### src/rtl/voxel_hash_point_dedup_core_defines.svh
// Assertion macros used by the dedup core RTL file.
`ifndef VOXEL_HASH_POINT_DEDUP_CORE_DEFINES_SVH
`define VOXEL_HASH_POINT_DEDUP_CORE_DEFINES_SVH

`ifndef SYNTHESIS
`define VHPD_ASSERT(lbl, clk, rst, prop, msg) \
  lbl: assert property (@(posedge clk) disable iff (rst) prop) else $error(msg);
`define VHPD_ASSERT_ALWAYS(lbl, clk, prop, msg) \
  lbl: assert property (@(posedge clk) prop) else $error(msg);
`else
`define VHPD_ASSERT(lbl, clk, rst, prop, msg)
`define VHPD_ASSERT_ALWAYS(lbl, clk, prop, msg)
`endif

`endif

### src/rtl/vhpd_pkg.sv
package vhpd_pkg;

  localparam int TABLE_ENTRIES_DEF = 8192;
  localparam int MAX_PROBES_DEF    = 16;

  localparam logic [63:0] HASH_SEED  = 64'd1469598103934665603;
  localparam logic [63:0] HASH_GOLD  = 64'h9e3779b97f4a7c15;

  localparam int EPOCH_W = 4;

  localparam int CFG_IDX_W = 2;
  localparam logic [CFG_IDX_W-1:0] CFG_FILTER_ENABLE = 2'd0;
  localparam logic [CFG_IDX_W-1:0] CFG_LEAF_RECIP    = 2'd1;

  localparam logic [31:0] LEAF_RECIP_RESET = 32'd1310720;

  typedef enum logic [1:0] {
    H_IDLE,
    H_QUANT,
    H_FOLD,
    H_MUL
  } hash_state_t;

  typedef enum logic [2:0] {
    ST_CLEAR,
    ST_IDLE,
    ST_HASH,
    ST_READ,
    ST_CHECK
  } ctl_state_t;

  typedef struct packed {
    logic        done;
    logic [63:0] key;
  } hash_res_t;

endpackage

### src/rtl/vhpd_hash.sv
module vhpd_hash (
  input  logic                clk,
  input  logic                rst,
  input  logic                go,
  input  logic [31:0]         x_pos,
  input  logic [31:0]         y_pos,
  input  logic [31:0]         z_pos,
  input  logic [31:0]         leaf_recip,
  output vhpd_pkg::hash_res_t res
);
  import vhpd_pkg::*;

  hash_state_t state, state_next;
  logic [1:0]  cidx;
  logic [31:0] coord;
  logic signed [63:0] prod;
  logic signed [63:0] op_a, op_b;
  logic [63:0] h, t, v;
  logic        done;

  always_comb begin
    unique case (cidx)
      2'd0:    coord = x_pos;
      2'd1:    coord = y_pos;
      default: coord = z_pos;
    endcase
  end

  assign op_a = {{32{coord[31]}}, coord};
  assign op_b = {32'b0, leaf_recip};
  assign v    = {{32{prod[63]}}, prod[63:32]};

  always_comb begin
    state_next = state;
    unique case (state)
      H_IDLE:  if (go) state_next = H_QUANT;
      H_QUANT: state_next = H_FOLD;
      H_FOLD:  state_next = H_MUL;
      H_MUL:   state_next = (cidx == 2'd2) ? H_IDLE : H_QUANT;
      default: state_next = H_IDLE;
    endcase
  end

  always_ff @(posedge clk) begin
    if (rst) begin
      state <= H_IDLE;
      cidx  <= 2'd0;
      done  <= 1'b0;
    end else begin
      state <= state_next;
      done  <= (state == H_MUL) && (cidx == 2'd2);
      if (state == H_IDLE && go) begin
        cidx <= 2'd0;
      end else if (state == H_MUL) begin
        cidx <= cidx + 2'd1;
      end
    end
  end

  always_ff @(posedge clk) begin
    if (state == H_IDLE && go) begin
      h <= HASH_SEED;
    end
    if (state == H_QUANT) begin
      prod <= op_a * op_b;
    end
    if (state == H_FOLD) begin
      t <= h ^ (v + HASH_GOLD + (h << 6) + (h >> 2));
    end
    if (state == H_MUL) begin
      h <= (t << 40) + (t << 8) + (t << 7) + (t << 5) + (t << 4) + (t << 1) + t;
    end
  end

  assign res.done = done;
  assign res.key  = h;

endmodule

### config.mk
export PLATFORM = sky130hd
export DESIGN_NAME = vhpd_hash
export DESIGN_NICKNAME = d
export VERILOG_FILES = /design/src/rtl/voxel_hash_point_dedup_core_defines.svh /design/src/rtl/vhpd_pkg.sv /design/src/rtl/vhpd_hash.sv
export SDC_FILE = /design/constraint.sdc
export NUM_CORES = 2
export LEC_CHECK = 0
export BUFFER_PORTS_ARGS = -buffer_cell sky130_fd_sc_hd__buf_2
export CORE_MARGIN = 4
export CORE_UTILIZATION = 65
export CTS_CLUSTER_DIAMETER = 40
export CTS_CLUSTER_SIZE = 40
export DETAILED_ROUTE_END_ITERATION = 10
export GPL_ROUTABILITY_DRIVEN = 0
export PLACE_DENSITY = 0.83
export SLEW_MARGIN = 15
export SYNTH_ARGS = -nofsm -noshare
export SYNTH_HDL_FRONTEND = slang
export SYNTH_SLANG_ARGS = --single-unit
### constraint.sdc
create_clock -name clk -period 11.1 [get_ports clk]
set_input_delay 0.555 -clock clk [delete_from_list [all_inputs] [get_ports clk]]
set_output_delay 0.555 -clock clk [all_outputs]
set_load 0.05 [all_outputs]
==> impl_metrics.ini <==
[status]
outcome = completed

[yosys]
yosysWarnings = 0
yosysTopAreaCell = fa_1
synth.top_cell.area_share = 0.433
synth_edf_count = 160
async_reset_ff_frac = 0
yosys.cell_types.count = 75
synth_area_per_cell_um2 = 9.48
syn_area_um2 = 55600
ys_seq_elements = 165
syn-num-nets = 7731
synth_area_leaders = fa_1, ha_1, inv_1
yosysSeqAreaShare = 0.0882
yosys_most_used_dff = edfxtp_1
synthCells = 5865

[global_route]
grt_max_degree = 73
first_global_vias = 45127
antenna_found_initial = 1
grt.total_usage = 0.334
grt-ovfl-total = 0
grt_pass1_wl_mm = 236

[drt]
wl_per_cell_um = 20.9
drc = 0
viasPerCell = 5.84
drtIter0Drc = 3658
drtPass1Iterations = 7
drtAntennaViolNets = 0
vias = 40938
drt-total-wl_mm = 147

[clocking]
cts_buffer_depth = 2
cts_buffers = 17
path_clk_slew_ns = 0.08
clock-sinks = 165
cts_tree = built
ctsHoldBuffers = 0
cts_max_level = 4
insertion_delay_ns = 0.46
cts_setup_buffers = 0
ctsResizeCount = 0
cts_root_buf = clkbuf_16

[die]
fp.dieW_um = 300
die_h_um = 300
initial_core_util = 0.660
io_pins = 196
rows = 106
core-area_um2 = 84200
die_area_um2 = 90300

[sta]
period_needed_ns = 10.32
worstMarginPinSlew_ns = 1.23
slew_headroom = 0.180
finalSetupTns_ns = 0
rsz0062_at_grt = false
setup_viol = 0
period_share = 0.929
max_freq_ghz = 0.0969
maxSlewViolCount = 0
hold_viol = 0
finClkSkew_ns = 0.0198

[setup_path]
setup.worst_path.end_class = flip-flop
crit_top_cell = fa_1
reg2reg_to = prod[63]$_DFFE_PN_
r2r_slack_ns = 0.78
worstPathArrival_ns = 10.53
path_max_fanout = 23
cp.required_ns = 11.32
cp-start-kind = flip-flop
cp_slowest_cell = nand2_1
max_stage_delay_ns = 0.78
timing.rr.start = cidx[0]$_SDFFE_PP0P_
critPathKind = reg2reg
rr_worst_depth = 29

[finish]
antenna_cells = 0
seqCellArea_um2 = 4900
num-fill-cells = 6189
drive_gt1_frac = 0.0534
multi_input_area_um2 = 44500
nets = 7730
area_delta_synth_final_pct = 4.31

[worst_hold_path]
hp-class = in2reg
hold_end = done$_SDFF_PP0_
hold_path_startpoint = rst
whs_path_depth = 2

[placed_design]
io_buffers = 195
hpwl_mm = 118

[run]
maxCapViolations = 0
-- cells in the final DEF (no fill, tap or decap), drive strengths merged, types with 7 or more instances in the layout --
cell type	netlist	routed
xor2	66	66
nor2b	84	84
o2111ai	7	7
xnor2	161	161
nand2	527	527
and4	8	8
and3	15	15
o21a	20	20
a21o	115	115
edfxtp	160	160
nor2	92	92
a22oi	29	29
or2	17	17
o21ai	80	80
clkinv	0	9
ha	531	531
fa	1204	1204
nand3	42	42
nand2b	20	20
o21bai	33	33
nor3	19	19
a21oi	170	170
a31oi	20	20
o211ai	13	13
inv	1399	1405
and2	629	629
nand4	34	34
o31ai	7	7
buf	4	236
clkbuf	252	17
a211oi	12	12
-- routing by layer --
layer  vias to the layer above  part of all wire  wire, µm  GRT usage
met1                     20598              0.37     54400      0.424
met5                         -          0.000061         9          0
li1                      17683                 -         -          -
met2                      2184              0.48     70200      0.555
met4                         2             0.049      7120      0.145
met3                       471              0.10     14900     0.0763
-- metrics by stage --
stage,area [µm²],util,hold slack (ns),worst slack [ns],cells
4_1_cts,58000,0.689,0.355,0.961,7011
3_5_place_dp,57400,0.681,0.531,0.994,6979
3_3_place_gp,57400,0.681,0.521,1.11,6979
6_report,58000,0.689,0.366,0.784,7011
5_1_grt,58000,0.689,0.363,0.480,7011
2_1_floorplan,55600,-,0.487,2.71,5865
-- logic make-up after synthesis --
group | share of synthesized area
fa+ha+maj | 0.553
mux | 0.00108
flops | 0.0882
compound gates | 0.0695
simple gates | 0.140
buf+inv | 0.112
xor+xnor | 0.0358
-- critical path, delay by kind of cell, from the launching register on --
kind	cells	cell delay [ns]
DFF	1	0.37
adders and majority gates	10	4.55
xor gates and xnor gates	1	0.08
buffers and inverters	5	0.82
AOI/OAI and AO/OA	7	1.92
and+or+nand+nor	6	2.31
-- area by class of cell --
cell class                      instances  area share
Clock inverter                         15     0.00373
Sequential cell                       165      0.0846
Inverter                             1399      0.0905
Clock buffer                           17     0.00733
Tap cell                             1134      0.0245
Timing Repair Buffer                  236      0.0221
Multi-Input combinational cell       4045       0.767
-- cell usage after synthesis (5+ instances only) --
| cell | count |
|---|---|
| inv_1 | 1399 |
| fa_1 | 1204 |
| and2_1 | 629 |
| ha_1 | 531 |
| nand2_1 | 527 |
| clkbuf_1 | 252 |
| a21oi_1 | 170 |
| xnor2_1 | 161 |
| edfxtp_1 | 160 |
| a21o_1 | 115 |
| nor2_1 | 91 |
| nor2b_1 | 84 |
| o21ai_0 | 68 |
| xor2_1 | 66 |
| nand3_1 | 42 |
| nand4_1 | 34 |
| o21bai_1 | 32 |
| a22oi_1 | 29 |
| nand2b_1 | 20 |
| o21a_1 | 20 |
| nor3_1 | 19 |
| a31oi_1 | 18 |
| or2_2 | 17 |
| and3_1 | 15 |
| o211ai_1 | 13 |
| a211oi_1 | 12 |
| o21ai_1 | 12 |
| and4_1 | 8 |
| o2111ai_1 | 7 |
| a221oi_1 | 6 |
| mux2i_1 | 6 |
| o31ai_1 | 6 |
| or3_1 | 6 |
| dfxtp_1 | 5 |
-- sequential cells by signal, summed over array words and instances (netlist names) --
name and cells:
cidx 2, prod 32, done 1, t 64
h 64, state 2
-- worst max path at each step --
| stage | from | slack, ns | end |
|---|---|---|---|
| 6_report | cidx[0]$_SDFFE_PP0P_ | 0.78 | prod[63]$_DFFE_PN_ |
| 5_1_grt | cidx[0]$_SDFFE_PP0P_ | 0.48 | prod[63]$_DFFE_PN_ |
| 4_1_cts | cidx[0]$_SDFFE_PP0P_ | 0.96 | prod[63]$_DFFE_PN_ |
| 3_5_place_dp | cidx[0]$_SDFFE_PP0P_ | 0.99 | prod[63]$_DFFE_PN_ |
| 3_3_place_gp | cidx[0]$_SDFFE_PP0P_ | 1.11 | prod[63]$_DFFE_PN_ |
| 2_1_floorplan | cidx[0]$_SDFFE_PP0P_ | 2.71 | prod[63]$_DFFE_PN_ |
Power is not shown: default switching activity piles up to over one toggle a cycle in this logic, so the estimate is an artifact.
