$ cat src/rtl/voxel_hash_point_dedup_core_defines.svh
// Assertion macros used by the dedup core RTL file.
`ifndef VOXEL_HASH_POINT_DEDUP_CORE_DEFINES_SVH
`define VOXEL_HASH_POINT_DEDUP_CORE_DEFINES_SVH

`ifndef SYNTHESIS
`define VHPD_ASSERT(lbl, clk, rst, prop, msg) \
  lbl: assert property (@(posedge clk) disable iff (rst) prop) else $error(msg);
`define VHPD_ASSERT_ALWAYS(lbl, clk, prop, msg) \
  lbl: assert property (@(posedge clk) prop) else $error(msg);
`else
`define VHPD_ASSERT(lbl, clk, rst, prop, msg)
`define VHPD_ASSERT_ALWAYS(lbl, clk, prop, msg)
`endif

`endif

$ cat src/rtl/vhpd_ram.sv
module vhpd_ram #(
  parameter int WIDTH = 8,
  parameter int DEPTH = 64
) (
  input  logic                     clk,
  input  logic                     we,
  input  logic [$clog2(DEPTH)-1:0] waddr,
  input  logic [WIDTH-1:0]         wdata,
  input  logic [$clog2(DEPTH)-1:0] raddr,
  output logic [WIDTH-1:0]         rdata
);

  logic [WIDTH-1:0] mem [DEPTH];

  always_ff @(posedge clk) begin
    if (we) begin
      mem[waddr] <= wdata;
    end
  end

  always_ff @(posedge clk) begin
    rdata <= mem[raddr];
  end

endmodule

$ cat config.mk
export PLATFORM = sky130hd
export DESIGN_NAME = vhpd_ram
export DESIGN_NICKNAME = d
export VERILOG_FILES = /design/src/rtl/voxel_hash_point_dedup_core_defines.svh /design/src/rtl/vhpd_ram.sv
export SDC_FILE = /design/constraint.sdc
export NUM_CORES = 1
export LEC_CHECK = 0
export ABC_AREA = 1
export ABC_CLOCK_PERIOD_IN_PS = 1700
export BUFFER_PORTS_ARGS = -buffer_cell sky130_fd_sc_hd__buf_4
export CAP_MARGIN = 20
export CELL_PAD_IN_SITES_DETAIL_PLACEMENT = 1
export CELL_PAD_IN_SITES_GLOBAL_PLACEMENT = 1
export CORE_ASPECT_RATIO = 0.9
export CORE_MARGIN = 3
export CORE_UTILIZATION = 23
export CTS_BUF_LIST = sky130_fd_sc_hd__clkbuf_2 sky130_fd_sc_hd__clkbuf_4 sky130_fd_sc_hd__clkbuf_8
export DETAILED_ROUTE_END_ITERATION = 6
export HOLD_SLACK_MARGIN = 0.12
export PLACE_DENSITY_LB_ADDON = 0.1
export SYNTH_ARGS = -nofsm -noshare
export SYNTH_HDL_FRONTEND = slang
export SYNTH_SLANG_ARGS = --single-unit
$ cat constraint.sdc
create_clock -name clk -period 1.7 [get_ports clk]
set_input_delay 0.085 -clock clk [delete_from_list [all_inputs] [get_ports clk]]
set_output_delay 0.085 -clock clk [all_outputs]
set_load 0.03 [all_outputs]
==> results of run 1 <==
[synthesized netlist by cell type]
cell,instances
edfxtp_1,512
nand4_1,9
dfxtp_1,8
buf_6,35
buf_1,10
nand3_1,439
clkbuf_1,15
inv_6,1
nand2_1,648
buf_8,2
inv_2,1
inv_1,10
buf_2,37
nor4_1,8
nor2_1,56
buf_4,14
[worst reg2reg max path: cells and delay by family, from the launching register on]
family	cells	cell delay, ps
flops	1	350
simple gates	8	950
[power groups by stage]
stage / Combinational, µW / Sequential (µW) / Clock (µW)
2_1_floorplan: 997 / 14500 / 0
6_report: 2220 / 14300 / 12500
3_5_place_dp: 2250 / 14500 / 0
4_1_cts: 2290 / 14300 / 13000
3_3_place_gp: 2240 / 14500 / 0
5_1_grt: 2450 / 14300 / 13600
[stage by stage]
| step | setup WS, ps | hold WS, ps | utilization (%) | instance area [µm²] | cells |
|---|---|---|---|---|---|
| floorplan | -151 | 184 | - | 21300 | 1805 |
| global placement | -117 | 442 | 26.4 | 24200 | 3137 |
| detailed placement | -110 | 443 | 26.4 | 24200 | 3137 |
| CTS | 39.9 | 131 | 28.8 | 26400 | 3338 |
| global route | 24.6 | 180 | 28.9 | 26400 | 3339 |
| finish | 50.3 | 204 | 28.9 | 26400 | 3339 |
[metal layers]
layer / vias up / routed length, µm / global-route usage (%)
met5: - / 0 / 0
met4: 0 / 1580 / 4.29
met3: 117 / 3070 / 2.88
met2: 269 / 33500 / 24.3
met1: 7425 / 36300 / 21.9
li1: 6834 / - / -
[state kept, by name, summed over array words and instances (netlist names)]
signal,flops
rdata,8
mem,512
[logic make-up (layout without fill, tap and decap cells)]
group,count (synthesis),in the layout,share of synthesized area [%]
buf+inv,125,428,4.02
flops,520,520,72.8
other cells,0,1,0
simple gates,1160,1160,23.2
[cells in the final DEF (no fill, tap or decap), drive strengths merged, types with 2 or more instances in the layout]
master	instances
bufinv	2
nand4	9
nand3	439
inv	15
dfxtp	8
nor4	8
clkinvlp	3
nand2	648
buf	214
nor2	56
clkbuf	147
clkinv	25
dlygate4sd3	22
edfxtp	512
[path summary, 6_finish.rpt]
path / to / depth (start not counted) / start
hold / removal: mem[32][6] / 5 / waddr[5]
setup reg to reg: rdata[7] / 8 / mem[43][7]
setup / recovery: mem[52][2] / 6 / waddr[2]
hold reg to reg: rdata[5] / 8 / mem[32][5]
[repair_timing]
item | CTS | global route
hold endpoints to repair | 597 | 0
hold buffers | 22 | 0
resized for setup | 0 | 1
setup endpoints to repair | 0 | 2
[layout make-up]
class | instances | area (µm²) | area share [%]
inverter | 12 | 55.1 | 0.208
tap | 1230 | 1540 | 5.82
multi-input combinational | 1160 | 4950 | 18.7
antenna | 1 | 2.50 | 0.00947
sequential | 520 | 15500 | 58.8
clock inverter | 33 | 210 | 0.795
timing repair buffer | 237 | 2340 | 8.86
clock buffer | 146 | 1790 | 6.78
==> out/metrics.cfg, run 1 <==
[outcome]
status = finished, final reports clean

[timing]
fin_skew_ps = 28.0
fmax_mhz = 606
max_slew_margin_pct = 57.7
min_period_ps = 1650
rsz0062_at_grt = false
tightest_slew_ps = 635
finalSetupTns_ps = 0
setup_viol = 0
fin_crit_sh_pct = 97.0
hold_viol = 0
drv_slew = 0

[power_and_ir_drop]
p_int_uw = 21900
total_power_uw = 29000
p_leak_uw = 0.00967
p_sw_uw = 7090
power_density_nw_per_um2 = 1100
combPwrFrac_pct = 7.6
ir_drop_uv = 490
p_seq_share_pct = 49.2
power_switching_share_pct = 24.4
power_frac_clock_pct = 43.2

[worst_setup_path]
cp.arrival_ps = 2060
critPathBufInv = 5
start_kind = input port
reg2reg_slack_ps = 280
critPathMaxStageDelay_ps = 610
critPathTopFamily = buffers and inverters
cp_max_fo = 9
cp-end-kind = flip-flop
cp.required_ps = 2110
worstSetupPathType = in2reg
crit_slowest_cell = dlygate4sd3_1
crit_chain = dlygate4sd3_1 > buf_4 > inv_1 > nor4_2 > dlygate4sd3_1 > buf_4

[floorplanning]
start_util_pct = 23.3
chipWidth_um = 327
die_h_um = 295
io_pins = 30
die_area_um2 = 96500
core_area_um2 = 91600
fp-row-count = 105

[grt]
track_usage_pct = 15.5
grt_pass1_vias = 15400
grt_pass1_wl_um = 109000
antenna_found_initial = 4
grt_overflow = 0
grt_max_degree = 41

[clock_network]
cts_max_level = 3
post_cts_buffers = 0
cts_tree = built
root_buffer = clkbuf_8
clk_pin_slew_ps = 60
clock-sinks = 520
cts_buffers = 100
clk-insertion-delay-late_ps = 710
clockBufferDepth = 3

[yosys]
synth_area_um2 = 21300
yosys_warnings = 0
synth-seq-cells = 520
avgSynthCellArea_um2 = 11.8
ys_top_cells_by_area = edfxtp_1 72%, nand2_1 11%, nand3_1 10%
netlist.area_leader.share_pct = 72.0
yosys.area.top_type = edfxtp_1
synth_fp_nets = 1827
netlist_instances = 1805
yosysUniqueCellTypes = 16
ys_seq_area_share_pct = 72.8

[placement]
gp_congestion = 0.760
port_buffers = 29
hpwl_um = 48100

[drt]
totalWireLength_um = 74400
vias_per_cell = 4.39
routed-via-count = 14600
post_drt_wl_per_cell_um = 22.3
drc = 0
firstDrtPassIters = 5
antenna_left = 0
first_iter_violations = 1045

[job]
maxCapViolCount = 0

[cells_and_area]
fill_cells = 10100
drive_gt1_share_pct = 18.0
finalNetCount = 2053
area_delta_synth_final_pct = 23.8

[hold_path]
hold_class = in2reg

Note: power is estimated with default switching activity, not from simulation.
==> run 2, diff against run 1 <==
--- a/config.mk
+++ b/config.mk
@@ -13,7 +13,7 @@
 export CELL_PAD_IN_SITES_GLOBAL_PLACEMENT = 1
 export CORE_ASPECT_RATIO = 0.9
 export CORE_MARGIN = 3
-export CORE_UTILIZATION = 23
+export CORE_UTILIZATION = 48
 export CTS_BUF_LIST = sky130_fd_sc_hd__clkbuf_2 sky130_fd_sc_hd__clkbuf_4 sky130_fd_sc_hd__clkbuf_8
 export DETAILED_ROUTE_END_ITERATION = 6
 export HOLD_SLACK_MARGIN = 0.12
==> constraint.sdc (replaced) <==
create_clock -name clk -period 1.7 [get_ports clk]
set_input_delay 0.34 -clock clk [delete_from_list [all_inputs] [get_ports clk]]
set_output_delay 0.34 -clock clk [all_outputs]
set_load 0.03 [all_outputs]
==> run 2 against run 1 <==
- via count is 1.9% higher
- fmax increased by 2.1%
- critical path depth decreased by 5
- clock power shrank 18%
- first-iteration DRC count increased by 28%
- total power shrank 8.1%
- sequential power about the same
- combinational power is 5% lower
- hold slack got worse by 8.1 ps
- die area fell by 51%
- critical endpoint is now rdata[7]
- largest cell class unchanged
==> out/metrics.cfg, run 2 (same netlist as run 1, synthesis figures left out) <==
[timing]
fmax_mhz = 619  ; was 606 MHz
drv_slew = 0  ; unchanged
setup_ws_ps = 83.4  ; was 50.3 ps
setup_viol = 0  ; unchanged
fin_skew_ps = 20.0  ; was 28.0 ps
min_period_ps = 1620  ; was 1650 ps
max_slew_margin_pct = 41.9  ; was 57.7%
rsz0062_at_grt = false  ; unchanged
finalSetupTns_ps = 0  ; unchanged
tightest_slew_ps = 872  ; was 635 ps
fin_crit_sh_pct = 95.1  ; was 97.0%
hold_viol = 0  ; unchanged

[drt]
vias_per_cell = 5.63  ; was 4.39
post_drt_wl_per_cell_um = 24.1  ; was 22.3 µm
totalWireLength_um = 64000  ; was 74400 µm
routed-via-count = 14900  ; was 14600
drc = 0  ; unchanged
antenna_left = 0  ; unchanged
first_iter_violations = 1340  ; was 1045
firstDrtPassIters = 5  ; unchanged

[placement]
hpwl_um = 40900  ; was 48100 µm
gp_congestion = 0.851  ; was 0.760
post-place-ws_ps = -382  ; was -110 ps
port_buffers = 29  ; unchanged
dp.cells = 2500  ; was 3137

[worst_setup_path]
start_kind = flip-flop  ; was input port
cp.arrival_ps = 1280  ; was 2060 ps
crit_slowest_cell = dfxtp_1  ; was dlygate4sd3_1
cp.required_ps = 1360  ; was 2110 ps
worstSetupPathType = reg2out  ; was in2reg
cp_max_fo = 1  ; was 9
crit_chain = buf_4  ; was dlygate4sd3_1 > buf_4 > inv_1 > nor4_2 > dlygate4sd3_1 > buf_4
critPathBufInv = 1  ; was 5
critPathTopFamily = flip-flops  ; was buffers and inverters
critPathMaxStageDelay_ps = 430  ; was 610 ps
cp-end-kind = output pin  ; was flip-flop

[job]
maxCapViolCount = 0  ; unchanged

[hold_path]
hold_class = in2reg  ; unchanged

[cells_and_area]
multiInputGateArea_um2 = 5030  ; was 4950 µm²
fill_cells = 4533  ; was 10100
mostFrequentLayoutCells = 648 x nand2_1, 512 x edfxtp_1, 439 x nand3_1, 177 x buf_4, 90 x clkbuf_8  ; was 648 x nand2_1, 512 x edfxtp_1, 439 x nand3_1, 174 x buf_4, 112 x clkbuf_8
finalNetCount = 2018  ; was 2053
mostFrequentLayoutCell = nand2_1  ; unchanged
postLayoutCoreUtil_pct = 57.8  ; was 28.9%
register_area_um2 = 15500  ; about the same
area_delta_synth_final_pct = 17.5  ; was 23.8%
antenna_cells = 0  ; was 1
regMostFlops = mem  ; unchanged
largest_register_ffs = 512  ; unchanged
instances_no_fill = 2649  ; was 3339
drive_gt1_share_pct = 17.5  ; was 18.0%
reg_top3 = mem x512, rdata x8  ; unchanged

[clock_network]
clk-insertion-delay-late_ps = 660  ; was 710 ps
cts_max_level = 3  ; unchanged
clk_pin_slew_ps = 60  ; about the same
cts_tree = built  ; unchanged
clockBufferDepth = 3  ; unchanged
root_buffer = clkbuf_8  ; unchanged
clock-sinks = 520  ; unchanged
cts_buffers = 82  ; was 100

[grt]
grt_pass1_wl_um = 96200  ; was 109000 µm
antenna_found_initial = 0  ; was 4
grt_pass1_vias = 15600  ; was 15400
grt_max_degree = 65  ; was 41
grt_overflow = 0  ; unchanged
track_usage_pct = 27.6  ; was 15.5%

[power_and_ir_drop]
p_seq_share_pct = 53.5  ; was 49.2%
power_density_nw_per_um2 = 1060  ; was 1100 nW/µm²
power_switching_share_pct = 23.6  ; was 24.4%
total_power_uw = 26700  ; was 29000 µW
power_frac_clock_pct = 38.7  ; was 43.2%
p_leak_uw = 0.00935  ; was 0.00967 µW
p_sw_uw = 6280  ; was 7090 µW
combPwrFrac_pct = 7.9  ; was 7.6%
ir_drop_uv = 715  ; was 490 µV
p_int_uw = 20400  ; was 21900 µW

[outcome]
status = finished, final reports clean  ; unchanged

[floorplanning]
die_area_um2 = 47000  ; was 96500 µm²
core_area_um2 = 43400  ; was 91600 µm²
start_util_pct = 49.1  ; was 23.3%
fp-row-count = 72  ; was 105
chipWidth_um = 228  ; was 327 µm
io_pins = 30  ; unchanged
die_h_um = 206  ; was 295 µm

[run 2: changes by cell type in the layout (fill, tap and decap cells not counted), sizes merged, moves of 3 or more]
| cell | before | now |
|---|---|---|
| clkinvlp | 3 | 0 |
| dlygate4sd3 | 22 | 4 |
| clkinv | 25 | 28 |
| inv | 15 | 12 |
| clkbuf | 147 | 117 |
[run 2: timing repair]
action / 4_1_cts / 5_1_grt
setup buffers: 0 / 0
gates resized for setup: 2 / 2
hold buffers: 4 / 0
setup endpoints to repair: 2 / 2
pin swaps: 0 / 0
hold endpoints to repair: 48 / 0
[run 2: final cells by class]
type | instances | area share [%]
Multi-Input combinational cell | 1160 | 20.1
Tap cell | 592 | 2.95
Clock inverter | 29 | 0.559
Sequential cell | 520 | 62.0
Timing Repair Buffer | 220 | 8.55
Inverter | 12 | 0.220
Clock buffer | 116 | 5.69
[run 2: path summary, 6_finish.rpt]
path / end / slack [ps] / start / cells after the start
setup / recovery: rdata[7] / 80 / rdata[7] / 1
hold / removal: mem[51][5] / 200 / wdata[5] / 1
setup reg to reg: rdata[6] / 250 / mem[15][6] / 8
hold reg to reg: rdata[6] / 830 / mem[40][6] / 8
[run 2: through the flow]
stage | hold slack, ps | cell area (µm²)
2_1_floorplan | 439 | 21500
3_3_place_gp | 699 | 23500
3_5_place_dp | 696 | 23500
4_1_cts | 144 | 25100
5_1_grt | 157 | 25100
6_report | 196 | 25100
[run 2: per-layer routing]
layer / up-vias / part of all wire [%] / GRT usage (%)
met1: 7626 / 43 / 37.3
met4: 0 / 2.5 / 8.84
li1: 6740 / - / -
met3: 105 / 5.8 / 5.02
met5: - / 0 / 0
met2: 450 / 49 / 45.7
[run 2: power by group through the flow]
| stage | clock network (µW) | registers [µW] | logic [µW] |
|---|---|---|---|
| 6_report | 10300 | 14300 | 2100 |
| 5_1_grt | 11100 | 14300 | 2270 |
| 2_1_floorplan | 0 | 14500 | 1020 |
| 3_3_place_gp | 0 | 14500 | 2020 |
| 3_5_place_dp | 0 | 14500 | 2080 |
| 4_1_cts | 10500 | 14300 | 2100 |
